--- src/sv/fpa_pkg.sv ---
// Shared types and constants for the fixed-point ALU.
// No dependencies; every other file of the block imports this package.
package fpa_pkg;

    localparam int FRAC_BITS_DEF = 8;
    localparam int WORD_W        = 32;

    localparam logic [3:0] OP_ADD      = 4'd0;
    localparam logic [3:0] OP_SUB      = 4'd1;
    localparam logic [3:0] OP_MUL      = 4'd2;
    localparam logic [3:0] OP_DIV      = 4'd3;
    localparam logic [3:0] OP_MIN      = 4'd4;
    localparam logic [3:0] OP_MAX      = 4'd5;
    localparam logic [3:0] OP_INC      = 4'd6;
    localparam logic [3:0] OP_DEC      = 4'd7;
    localparam logic [3:0] OP_TO_INT   = 4'd8;
    localparam logic [3:0] OP_FROM_INT = 4'd9;

    typedef struct packed {
        logic [3:0]         kind;
        logic signed [31:0] operand_a;
        logic signed [31:0] operand_b;
    } fpa_in_t;

    typedef struct packed {
        logic signed [31:0] result_value;
        logic               a_less;
        logic               a_equal;
        logic               a_greater;
        logic               divide_by_zero;
    } fpa_out_t;

    // Everything that rides alongside the divider pipeline.
    typedef struct packed {
        logic [31:0] result;
        logic        lt;
        logic        eq;
        logic        gt;
        logic        dz;
        logic        is_div;
        logic        neg;
    } fpa_side_t;

endpackage

--- src/sv/fpa_div_stage.sv ---
// One registered step of the restoring divider: one quotient bit per stage.
// Depends on fpa_pkg for the side-band struct.
module fpa_div_stage #(
    parameter int NW = fpa_pkg::WORD_W + fpa_pkg::FRAC_BITS_DEF
) (
    input  logic                aclk,
    input  logic                aresetn,
    input  logic                ce,
    input  logic                in_valid,
    input  fpa_pkg::fpa_side_t  in_side,
    input  logic [31:0]         in_rem,
    input  logic [NW-1:0]       in_dq,
    input  logic [31:0]         in_dvs,
    output logic                valid_reg,
    output fpa_pkg::fpa_side_t  side_reg,
    output logic [31:0]         rem_reg,
    output logic [NW-1:0]       dq_reg,
    output logic [31:0]         dvs_reg
);
    import fpa_pkg::*;

    logic [32:0] trial;
    logic [32:0] diff;
    logic        fits;

    // The dividend shifts out of the top while quotient bits shift in below.
    assign trial = {in_rem, in_dq[NW-1]};
    assign diff  = trial - {1'b0, in_dvs};
    assign fits  = !diff[32];

    always_ff @(posedge aclk) begin
        if (!aresetn) begin
            valid_reg <= 1'b0;
        end else if (ce) begin
            valid_reg <= in_valid;
        end
    end

    always_ff @(posedge aclk) begin
        if (ce) begin
            side_reg <= in_side;
            rem_reg  <= fits ? diff[31:0] : trial[31:0];
            dq_reg   <= {in_dq[NW-2:0], fits};
            dvs_reg  <= in_dvs;
        end
    end

endmodule

--- config.mk ---
export PLATFORM = sky130hd
export DESIGN_NAME = fpa_div_stage
export DESIGN_NICKNAME = d
export VERILOG_FILES = /design/src/sv/fpa_pkg.sv /design/src/sv/fpa_div_stage.sv
export SDC_FILE = /design/constraint.sdc
export NUM_CORES = 1
export LEC_CHECK = 0
export ABC_AREA = 1
export BUFFER_PORTS_ARGS = -buffer_cell sky130_fd_sc_hd__buf_4
export CORE_UTILIZATION = 40
export DETAILED_ROUTE_END_ITERATION = 10
export PLACE_DENSITY = 0.67
export SYNTH_ARGS = -nofsm -noshare
export SYNTH_HDL_FRONTEND = slang
export SYNTH_SLANG_ARGS = --single-unit
--- constraint.sdc ---
create_clock -name aclk -period 6.7 [get_ports aclk]
set_input_delay 1.005 -clock aclk [delete_from_list [all_inputs] [get_ports aclk]]
set_output_delay 1.005 -clock aclk [all_outputs]
set_load 0.01 [all_outputs]
=== Word-level counts from Yosys, hierarchy flattened ===
Cells that the tools add are included.

* Bitwise logic cells: 0
* Reductions and logical operators: 1
* Mux-type cells: 1
* $mul: 0
* Eq/ne operators: 0
* Shifts and indexed selects: 0
* Add/sub/neg operators: 1
* Divide/modulo/power cells: 0
* $lt $le $gt $ge: 0

{| class="wikitable"
|+ Operators with widths
! operator !! number
|-
| $sub A33 B32 Y33 || 1
|-
| $mux W32 || 1
|-
| $logic_not A1 Y1 || 1
|}

* Memories: 0
* Bits in latches: 0
* Output and inout port bits: 143
* ROM bits: 0
* Bits of input ports: 146
* Bits in writable memories: 0
* Logic and storage cells: 14
* Register bits after elaboration: 143

=== Depth between registers and ports, before layout ===
* Depth after elaboration: 2
* Gate-level depth with buffers: 17
* Gate-level depth less buffers: 16

=== Least setup slack after synthesis ===
Ideal clock, no wire load.

* Path type: in2reg
* Start point: input port in_dq[39]
* End point: register rem_reg[13] (data pin)
* Slack: 3.841 ns
* Library setup time: 0.252 ns
* Arrival time: 2.607 ns
* Data required time: 6.448 ns
* Stages: 16
* Cell sequence: inv_1 > ha_1 > fa_1 > inv_1 > nand2_1 > nand2_1 > nand3_1 > nand2_2 > nand2_2 > nand2_2 > nand2_4 > nand3_2 > nand2_8 > buf_12 > nand2_1 > nand2_1

* Cells in the longest elaborated chain, start to end: 2

{| class="wikitable"
|+ Ends and longest elaborated chain
! element !! RTL line !! text
|-
| from (decl) || fpa_div_stage.sv:12 || <nowiki>input logic [NW-1:0] in_dq,</nowiki>
|-
| $sub A33 B32 Y33 || fpa_div_stage.sv:28 || <nowiki>assign diff = trial - {1'b0, in_dvs};</nowiki>
|-
| $mux W32 || fpa_div_stage.sv:42 || <nowiki>rem_reg <= fits ? diff[31:0] : trial[31:0];</nowiki>
|-
| to (signal assigned) || fpa_div_stage.sv:42 ||
|-
| to (decl) || fpa_div_stage.sv:16 || <nowiki>output logic [31:0] rem_reg,</nowiki>
|}

Every way passes these cells.
A chain may end at the register's enable or synchronous reset.

=== Final worst setup path ===
* Start point: input port in_dq[39]
* End point: register rem_reg[19] (data pin)

The elaborated chain is that of the path after synthesis.

==> summary.md <==
| Metric | Value |
|---|---|
| Root buffer cell | clkbuf_16 |
| CP Buf/Inv Count | 3 |
| Flops & latches, synth | 143 |
| Vias in the first global route | 6187 |
| Synth Area in XOR/XNOR | 1.74% |
| Hold Slack | 0.538 ns |
| Worst path cell trace | buf_4 -> inv_1 -> ha_1 -> fa_1 -> inv_1 -> nand2_1 -> nand2_1 -> nand3_1 -> nand2_2 -> nand2_2 -> nand2_2 -> nand2_4 -> nand3_1 -> nand2_4 -> nand2_1 -> nand2_1 |
| Die Height | 139 um |
| Syn_area_per_cell | 9.15 um^2 |
| Combinational share of power | 22.0% |
| Crit start category | input port |
| # port buffers | 288 |
| IO Pins | 289 |
| Die area | 0.0195 mm^2 |
| Post-route setup TNS | 0 ns |
| Worst-path clk slew | 0.06 ns |
| Util after Layout | 57.4% |
| Routability cong. | 0.898 |
| FF+latch area | 0.00428 mm^2 |
| Initial antenna violation count | 0 |
| Core Region | 0.0183 mm^2 |
| RSZ-0062 raised after global routing | false |
| Largest family of logic cells by synthesized area | simple AND/OR/NAND/NOR gates |
| Starting DRT DRC Count | 296 |
| Fill cells | 1687 |
| Post CTS Setup Buffer Count | 0 |
| Vias | 6410 |
| Worst slew pin tran | 1.05 ns |
| # hold bufs at CTS | 0 |
| Register share of total power | 43.0% |
| Switching Fraction | 29.4% |
| Sink Count | 143 |
| Slew headroom | 29.9% |
| Mapped Area | 0.00756 mm^2 |
| TritonCTS clock tree | yes |
| Post-synthesis adder-cell area fraction | 5.56% |
| Max-capacitance violation count | 0 |
| Post-synth EDFFs | 142 |
| Worst path max stage delay | 0.41 ns |
| Post-synth top flop | edfxtp_1 |
| Setup WS post-layout | 3.91 ns |
| Hold Crit Class | reg2reg |
| Area of the multi-input gates | 0.00260 mm^2 |
| Cell row count | 49 |
| Drt drc | 0 |
| Post-CTS sizing | 0 |
| Gr ovfl total | 0 |
| Crit Path Category | in2reg |
| H-tree levels | 4 |
| Part of the power in the clock network | 34.9% |
| Commonest cells after routing, fill and taps aside | nand2_1, buf_4, inv_1 |
| Final period utilization | 41.7% |
| Mux contribution to synthesized area | 0% |
| DP Worst Slack | 3.45 ns |
| Clock Path Buffers | 2 |
| Synth Area in Compound Gates | 2.75% |
| Vias per cell | 4.68 |
| Switching power total | 0.757 mW |
| Max IR drop VDD | 0.176 mV |
| Max Freq | 0.358 GHz |
| Post-Route WL | 21.5 mm |
| Pwr per Cell Area | 246 mW/mm^2 |
| Final slew viol count | 0 |
| Largest net degree at the start of global routing | 87 |
| Syn-to-layout area delta | 38.8% |
| DR WL/cell | 15.7 um |
| CTS buffer count | 17 |
| Crit-path max FO | 32 |
| Worst EP arrival | 2.97 ns |
| Largest register FFs | 40 |
| Syn Nets | 1005 |
| Yosys warning count | 0 |
| Ys async rst share | 0% |
| Starting Density | 41.4% |
| Final hold vios | 0 |
| Int Power | 1.82 mW |
| Nets@finish | 1307 |
| CP max-delay cell | fa_1 |
| WP data required | 6.88 ns |
| Clock period minus final worst setup slack | 2.79 ns |
| Post-Synth Simple-Gate Area | 24.4% |
| Worst Setup End Kind | flop |
| Netlist cell types | 32 |
| Worst Skew | 0 ns |
| Post-route ant nets | 0 |
| Pre-Repair DR Iteration Count | 6 |
| Register area share after synthesis | 56.7% |
| Post-synthesis cell count | 826 |
| Layout cell share with drive strength beyond 1 | 31.6% |
| Post-DP HPWL | 17.0 mm |
| # diodes | 0 |
| Worst-Skew Late Latency | 0.42 ns |
| First-pass GRT wire length | 32.7 mm |
| Tot GR Track Use | 22.2% |
| Status | finished clean |
| Final setup fails | 0 |
| Pleak | 5.36 nW |
| Commonest non-fill, non-tap cell in the layout | nand2_1 |
| CP most frequent cell | nand2_1 |
| CP top delay family | simple AND/OR/NAND/NOR gates |
| Die extent in x | 139 um |
## per-stage QoR
step	power [mW]	cell area [um^2]	instances
after global routing	2.70	10500	1369
after detailed placement	1.70	9940	1338
final	2.58	10500	1369
after floorplan	1.42	7560	826
after global placement	1.69	9940	1338
after CTS	2.61	10500	1369
## tightest hold or removal path, cell delays in order (launching register included)
cell and delay, ns:
dfxtp_1 0.30, o21ai_0 0.15, a21oi_1 0.04
## cells in the mapped netlist (6+ instances only)
cell / number / area share (%)
nand2_1: 313 / 16
inv_1: 152 / 7.5
edfxtp_1: 142 / 56
nor2_1: 38 / 1.9
ha_1: 32 / 5.3
nand3_1: 30 / 2.0
a21oi_1: 25 / 1.7
nand2_2: 25 / 2.1
xor2_1: 14 / 1.6
nand4_1: 8 / 0.66
o21bai_1: 7 / 0.70
nor3_1: 6 / 0.40
## per-layer routing
metal	up-vias	GRT usage, %	wire (um)
met4	0	9.53	639
met2	209	39.1	10500
met3	37	5.99	1600
met1	2953	25.4	8680
met5	-	0	0
li1	3211	-	-
## layout make-up
type / count / area share, %
Sequential cell: 143 / 40.8
Multi-Input combinational cell: 519 / 24.8
Timing Repair Buffer: 289 / 20.7
Inverter: 158 / 5.65
Clock buffer: 17 / 4.05
Tap cell: 229 / 2.73
Clock inverter: 14 / 1.23
## kinds of logic after synthesis
group	after synthesis
adder cells (fa/ha/maj)	33
flip-flops	143
buffers and inverters	164
XOR/XNOR	15
AO/OA/AOI/OAI	35
AND/OR/NAND/NOR	436
## power groups by stage
stage          Clock [mW]  Combinational, mW  Sequential [mW]
2_1_floorplan           0              0.250             1.17
3_3_place_gp            0              0.566             1.13
3_5_place_dp            0              0.574             1.13
4_1_cts             0.924              0.575             1.11
5_1_grt             0.953              0.628             1.12
6_report            0.900              0.567             1.11
## worst paths after layout
path	startpoint	to	slack, ns	cells past startpoint
hold reg to reg	valid_reg	valid_reg	0.54	2
setup / recovery	in_dq[39]	rem_reg[19]	3.91	16
hold / removal	valid_reg	valid_reg	0.54	2
setup reg to reg	valid_reg	valid_reg	6.04	2
No activity file was read; power rests on OpenSTA's default activity.
