### src/sv/fpa_pkg.sv
// Shared types and constants for the fixed-point ALU.
// No dependencies; every other file of the block imports this package.
package fpa_pkg;

    localparam int FRAC_BITS_DEF = 8;
    localparam int WORD_W        = 32;

    localparam logic [3:0] OP_ADD      = 4'd0;
    localparam logic [3:0] OP_SUB      = 4'd1;
    localparam logic [3:0] OP_MUL      = 4'd2;
    localparam logic [3:0] OP_DIV      = 4'd3;
    localparam logic [3:0] OP_MIN      = 4'd4;
    localparam logic [3:0] OP_MAX      = 4'd5;
    localparam logic [3:0] OP_INC      = 4'd6;
    localparam logic [3:0] OP_DEC      = 4'd7;
    localparam logic [3:0] OP_TO_INT   = 4'd8;
    localparam logic [3:0] OP_FROM_INT = 4'd9;

    typedef struct packed {
        logic [3:0]         kind;
        logic signed [31:0] operand_a;
        logic signed [31:0] operand_b;
    } fpa_in_t;

    typedef struct packed {
        logic signed [31:0] result_value;
        logic               a_less;
        logic               a_equal;
        logic               a_greater;
        logic               divide_by_zero;
    } fpa_out_t;

    // Everything that rides alongside the divider pipeline.
    typedef struct packed {
        logic [31:0] result;
        logic        lt;
        logic        eq;
        logic        gt;
        logic        dz;
        logic        is_div;
        logic        neg;
    } fpa_side_t;

endpackage

### src/sv/fpa_prep.sv
// Front stage: decode, compare, simple operations, multiplier and divider operand setup.
// Depends on fpa_pkg.
module fpa_prep #(
    parameter int FRACTION_BITS = fpa_pkg::FRAC_BITS_DEF,
    parameter int NW            = fpa_pkg::WORD_W + fpa_pkg::FRAC_BITS_DEF
) (
    input  logic                  aclk,
    input  logic                  aresetn,
    input  logic                  ce,
    input  logic                  in_valid,
    input  fpa_pkg::fpa_in_t      in_data,
    output logic                  valid_reg,
    output fpa_pkg::fpa_side_t    side_reg,
    output logic                  is_mul_reg,
    output logic signed [63:0]    prod_reg,
    output logic [NW-1:0]         dvd_reg,
    output logic [31:0]           dvs_reg
);
    import fpa_pkg::*;

    logic signed [31:0] a;
    logic signed [31:0] b;
    logic               lt;
    logic               gt;
    logic               eq;
    logic [31:0]        abs_a;
    logic [31:0]        abs_b;
    fpa_side_t          side_next;

    assign a     = in_data.operand_a;
    assign b     = in_data.operand_b;
    assign lt    = a < b;
    assign gt    = a > b;
    assign eq    = a == b;
    assign abs_a = a[31] ? 32'(-a) : a;
    assign abs_b = b[31] ? 32'(-b) : b;

    always_comb begin
        side_next        = '0;
        side_next.lt     = lt;
        side_next.eq     = eq;
        side_next.gt     = gt;
        side_next.is_div = in_data.kind == OP_DIV;
        side_next.neg    = a[31] ^ b[31];
        side_next.dz     = (in_data.kind == OP_DIV) && (b == 32'sd0);
        case (in_data.kind)
            OP_ADD:      side_next.result = a + b;
            OP_SUB:      side_next.result = a - b;
            OP_MIN:      side_next.result = lt ? a : b;
            OP_MAX:      side_next.result = gt ? a : b;
            OP_INC:      side_next.result = a + 32'sd1;
            OP_DEC:      side_next.result = a - 32'sd1;
            OP_TO_INT:   side_next.result = a >>> FRACTION_BITS;
            OP_FROM_INT: side_next.result = a << FRACTION_BITS;
            default:     side_next.result = '0;
        endcase
    end

    always_ff @(posedge aclk) begin
        if (!aresetn) begin
            valid_reg <= 1'b0;
        end else if (ce) begin
            valid_reg <= in_valid;
        end
    end

    always_ff @(posedge aclk) begin
        if (ce) begin
            side_reg   <= side_next;
            is_mul_reg <= in_data.kind == OP_MUL;
            prod_reg   <= 64'(a) * 64'(b);
            dvd_reg    <= NW'(abs_a) << FRACTION_BITS;
            dvs_reg    <= abs_b;
        end
    end

endmodule

### config.mk
export PLATFORM = sky130hd
export DESIGN_NAME = fpa_prep
export DESIGN_NICKNAME = d
export VERILOG_FILES = /design/src/sv/fpa_pkg.sv /design/src/sv/fpa_prep.sv
export SDC_FILE = /design/constraint.sdc
export NUM_CORES = 2
export LEC_CHECK = 0
export BUFFER_PORTS_ARGS = -buffer_cell sky130_fd_sc_hd__buf_2
export CAP_MARGIN = 20
export CORE_AREA = 2 2 328 330
export DETAILED_ROUTE_END_ITERATION = 8
export DIE_AREA = 0 0 330 332
export PLACE_DENSITY = 0.71
export SYNTH_ARGS = -nofsm -noshare
export SYNTH_HDL_FRONTEND = slang
export SYNTH_SLANG_ARGS = --single-unit
### constraint.sdc
create_clock -name aclk -period 10.95 [get_ports aclk]
set_input_delay 0 -clock aclk [delete_from_list [all_inputs] [get_ports aclk]]
set_output_delay 0 -clock aclk [all_outputs]
set_load 0.01 [all_outputs]
# After elaboration in Yosys (flattened, before gate mapping)
# Cells that the tools add are included.
[word_totals]
ff_bits = 168
input_bits = 72
out_inout_bits = 176
wordCells = 42
[op_classes]
n_addsub = 6
mul = 1
magnitude_cmp = 2
eq_ne = 10
n_mux = 5
bitwise_logic = 1
reduce_logical = 3
[ops]
columns = ["operator", "count"]
rows = [
  ["case mux 32 bit (8 select lines)", 1],
  ["multiplier 32 x 32 -> 64 bit", 1],
  ["two-way mux 32 bit", 2],
  ["negator 32 bit", 2],
  ["two-way mux 31 bit", 2],
  ["adder 32 x 2 -> 32 bit, second input constant", 1],
  ["adder 32 bit", 1],
  ["equality test 32 bit", 1],
  ["greater-than comparator 32 bit", 1],
  ["logical NOT 32 bit", 1],
  ["less-than comparator 32 bit", 1],
  ["subtractor 32 x 2 -> 32 bit, second input constant", 1],
  ["subtractor 32 bit", 1],
  ["equality test 4 x 3 -> 1 bit, second input constant", 4],
  ["equality test 4 x 2 -> 1 bit, second input constant", 2],
  ["equality test 4 bit, second input constant", 2],
  ["equality test 4 x 1 -> 1 bit, second input constant", 1],
  ["logical NOT 4 bit", 1],
  ["logical AND 1 bit", 1],
  ["bitwise XOR 1 bit", 1],
]

# Depth between registers and ports, before layout
[logic_depth]
depth_word = 3
ltp_mapped = 31
mapped_depth_nobuf = 27

# Worst setup path after synthesis
# Ideal clock, no wire load.
[synth_timing]
path_type = "input-to-reg"
startpoint = "input port in_data[63] (netlist bit)"
endpoint = "register prod_reg[59] (data pin)"
setup_ps = 277
t_arrival_ps = 7604
t_required_ps = 10673
setup_slack_ps = 3068
stages = 28
n_path_buf = 5
cell_sequence = "buf_2 > clkbuf_1 > clkbuf_1 > nand2_1 > inv_1 > fa_1 > inv_1 > fa_1 > inv_1 > fa_1 > fa_1 > inv_1 > fa_1 > inv_1 > fa_1 > fa_1 > fa_1 > ha_1 > clkbuf_1 > a21o_1 > a21o_1 > a21oi_1 > nand3_1 > o2111a_1 > or2_2 > clkbuf_1 > a21oi_1 > o311ai_0"
[synth_between]
elab_chain_cells = 1
[synth_lines]
columns = ["item", "line_no", "source"]
rows = [
  ["start: declaration", "fpa_prep.sv:11", "input fpa_pkg::fpa_in_t in_data,"],
  ["multiplier 32 x 32 -> 64 bit", "fpa_prep.sv:71", "prod_reg <= 64'(a) * 64'(b);"],
  ["end signal: assignment", "fpa_prep.sv:71", ""],
  ["end: declaration", "fpa_prep.sv:15", "output logic signed [63:0] prod_reg,"],
]
# Every way passes these cells.
# A chain may end at the register's enable or synchronous reset.

# Worst setup path in the final report
[layout_timing]
startpoint = "input port in_data[63] (netlist bit)"
endpoint = "register prod_reg[60] (data pin)"
# The elaborated chain is that of the path after synthesis.

==> impl_metrics.ini <==
[synth]
yosys.area_share.adder_pct = 53.1
ys_ff_latch = 168
synthTopCellsByArea = fa_1 (46%), edfxtp_1 (11%), inv_1 (8.1%)
async_flop_share_pct = 0
synth-simple-area-share_pct = 14.4
yosysTopAreaCellShare_pct = 45.7
avgSynthCellArea_um2 = 9.53
synth-compound-area-share_pct = 7.08
synth-warning-count = 0
synth_top_area_cell = fa_1
synth_area_mm2 = 0.0475
synth_cell_types = 82
synthMuxAreaShare_pct = 0.340
synth-edff-count = 167
synth_top_family_by_area = adder cells
synth-seq-area-share_pct = 10.6
synth_ff_type = edfxtp_1
syn_inst = 4982
synthXorXnorAreaFrac_pct = 3.86

[global_routing]
track_usage_pct = 27.2
grt_pass1_wl_um = 225000
grt_max_degree = 69
grt-ovfl-total = 0
grt_pass1_vias = 38200
antenna_found_initial = 16

[cts]
cts_buffers = 17
post-cts-setup-buffers = 0
htree_num_levels = 4
cts_tree = done
clock_latency_ns = 0.53
clockRootBuffer = clkbuf_16
clkTransAtPathRegs_ns = 0.08
cts_num_sinks = 168
clk_path_buf_depth = 2

[sta]
drv_slew = 0
fmax_ghz = 0.108
clock_skew_ns = 0
setup_viol = 0
tns_ns = 0
finalCritPeriodShare_pct = 84.3
max-slew-margin-rel_pct = 22.3
rsz0062_at_grt = false
worst_slew_pin_slew_ns = 1.16
fin_crit_ns = 9.23
finalHoldViolCount = 0

[die]
std_cell_rows = 120
die_w_um = 330
initial_core_util_pct = 44.6
core_area_mm2 = 0.106
die_h_um = 332
io_pins = 248
dieArea_mm2 = 0.110

[critical_path]
required_ns = 11.26
worstSetupStartpointType = input pin
critPathMaxFanout = 22
criticalPathCategory = in -> reg
critPathCaptureType = flip-flop
cp.arrival_ns = 9.54

[cells_and_area]
final_area_mm2 = 0.0505
largest_register_ffs = 64
fillerInstances = 9938
drive_gt1_share_pct = 7.48
layout_common_cells = fa_1 (1084), inv_1 (1025), nand2_1 (597), and2_1 (433), ha_1 (281)
layout_commonest_cell = fa_1
layout.nets = 6465
area_growth_pct = 6.38

[routing]
routed_wl_um = 145000
viasPerCell = 5.56
ant_nets = 0
vias = 35900
drt_pass1_iterations = 9
drt_iter0_drc = 3212
wl_per_cell_um = 22.4
drc = 46

[placed_design]
hpwl_um = 114000
placed_area_mm2 = 0.0498
io_buffers = 239
globalplace.congestion = 0.964

[run]
maxCapViolCount = 0

[hold_path]
hold_path_class = in -> reg

[status]
violations = DRC
outcome = finished, violations left
[area by class of cell]
type                            count  area, um^2  share of cell area, %
Multi-Input combinational cell   3498       37500                   74.2
Sequential cell                   168        5030                   9.97
Inverter                         1030        3870                   7.66
Timing Repair Buffer              313        1780                   3.53
Tap cell                         1403        1760                   3.48
Clock buffer                       18         429                  0.850
Clock inverter                     14         135                  0.268
Antenna cell                        6        15.0                 0.0297
[cells in the mapped netlist (all sizes together) (10+ instances only)]
master	instances
fa	1084
and3	12
a221o	18
ha	281
a21oi	157
a222oi	18
a31oi	12
nand3	34
a221oi	14
o21ai	101
nor3	30
o211ai	10
nor2	178
or3	10
a21o	56
o21a	14
a211oi	18
clkbuf	248
nand4	22
mux2i	15
nor2b	13
nand2	597
edfxtp	167
and2	433
nand2b	28
o21bai	18
o31ai	13
buf	45
xor2	42
inv	1028
xnor2	167
[worst max-delay path, stage by stage]
cell and delay, ns:
buf_2 0.43, clkinv_1 1.08, nor2_1 0.57, fa_1 0.53, fa_1 0.55, fa_1 0.53, buf_4 0.25, fa_1 0.97
inv_1 0.35, fa_1 0.56, inv_1 0.06, fa_1 0.53, inv_1 0.05, fa_1 0.47, inv_1 0.05, fa_1 0.45
ha_1 0.36, a21o_1 0.20, a21o_1 0.17, a21oi_1 0.22, nand2_1 0.08, nor3_1 0.16, a21oi_1 0.17, a21oi_1 0.32
o21bai_1 0.10, a21oi_1 0.19, xnor2_1 0.08
[worst paths after layout]
| kind | cells after the start | startpoint | end | slack, ns |
|---|---|---|---|---|
| max reg2reg | 3 | valid_reg | valid_reg | 9.80 |
| max | 27 | in_data[63] | prod_reg[60] | 1.72 |
| min | 2 | in_data[65] | side_reg[1] | 0.05 |
| min reg2reg | 3 | valid_reg | valid_reg | 1.07 |
[cell families (layout without fill, tap and decap cells)]
kind of cell	count (synthesis)	count (layout)
XOR/XNOR	209	209
multiplexers	16	16
buffers and inverters	1323	1375
AND/OR/NAND/NOR	1393	1393
adder cells (fa/ha/maj)	1365	1365
AO/OA/AOI/OAI	507	507
flip-flops	168	168
other	1	14
[stage by stage]
step	hold slack [ns]	instances	worst slack, ns	utilization [%]
2_1_floorplan	0.0989	4989	3.07	-
3_3_place_gp	0.224	6404	1.33	46.9
3_5_place_dp	0.223	6404	1.23	46.9
4_1_cts	0.0121	6444	1.79	47.5
5_1_grt	0.0469	6447	1.32	47.5
6_report	0.0516	6450	1.72	47.5
[layer usage]
| layer | track usage, % | wire length, um | vias to the layer above |
|---|---|---|---|
| li1 | - | - | 15200 |
| met1 | 35.1 | 54300 | 18400 |
| met2 | 43.7 | 68200 | 1813 |
| met3 | 4.92 | 13100 | 439 |
| met4 | 14.4 | 8770 | 20 |
| met5 | 0 | 149 | - |
[repair_timing]
item | CTS | global route
gates resized for setup | 0 | 0
hold buffers | 8 | 0
endpoints found under the hold margin | 55 | 0
Power is left out: the tool's default activity adds up to more than one toggle a clock period on the data nets, which glitch-free logic cannot reach.
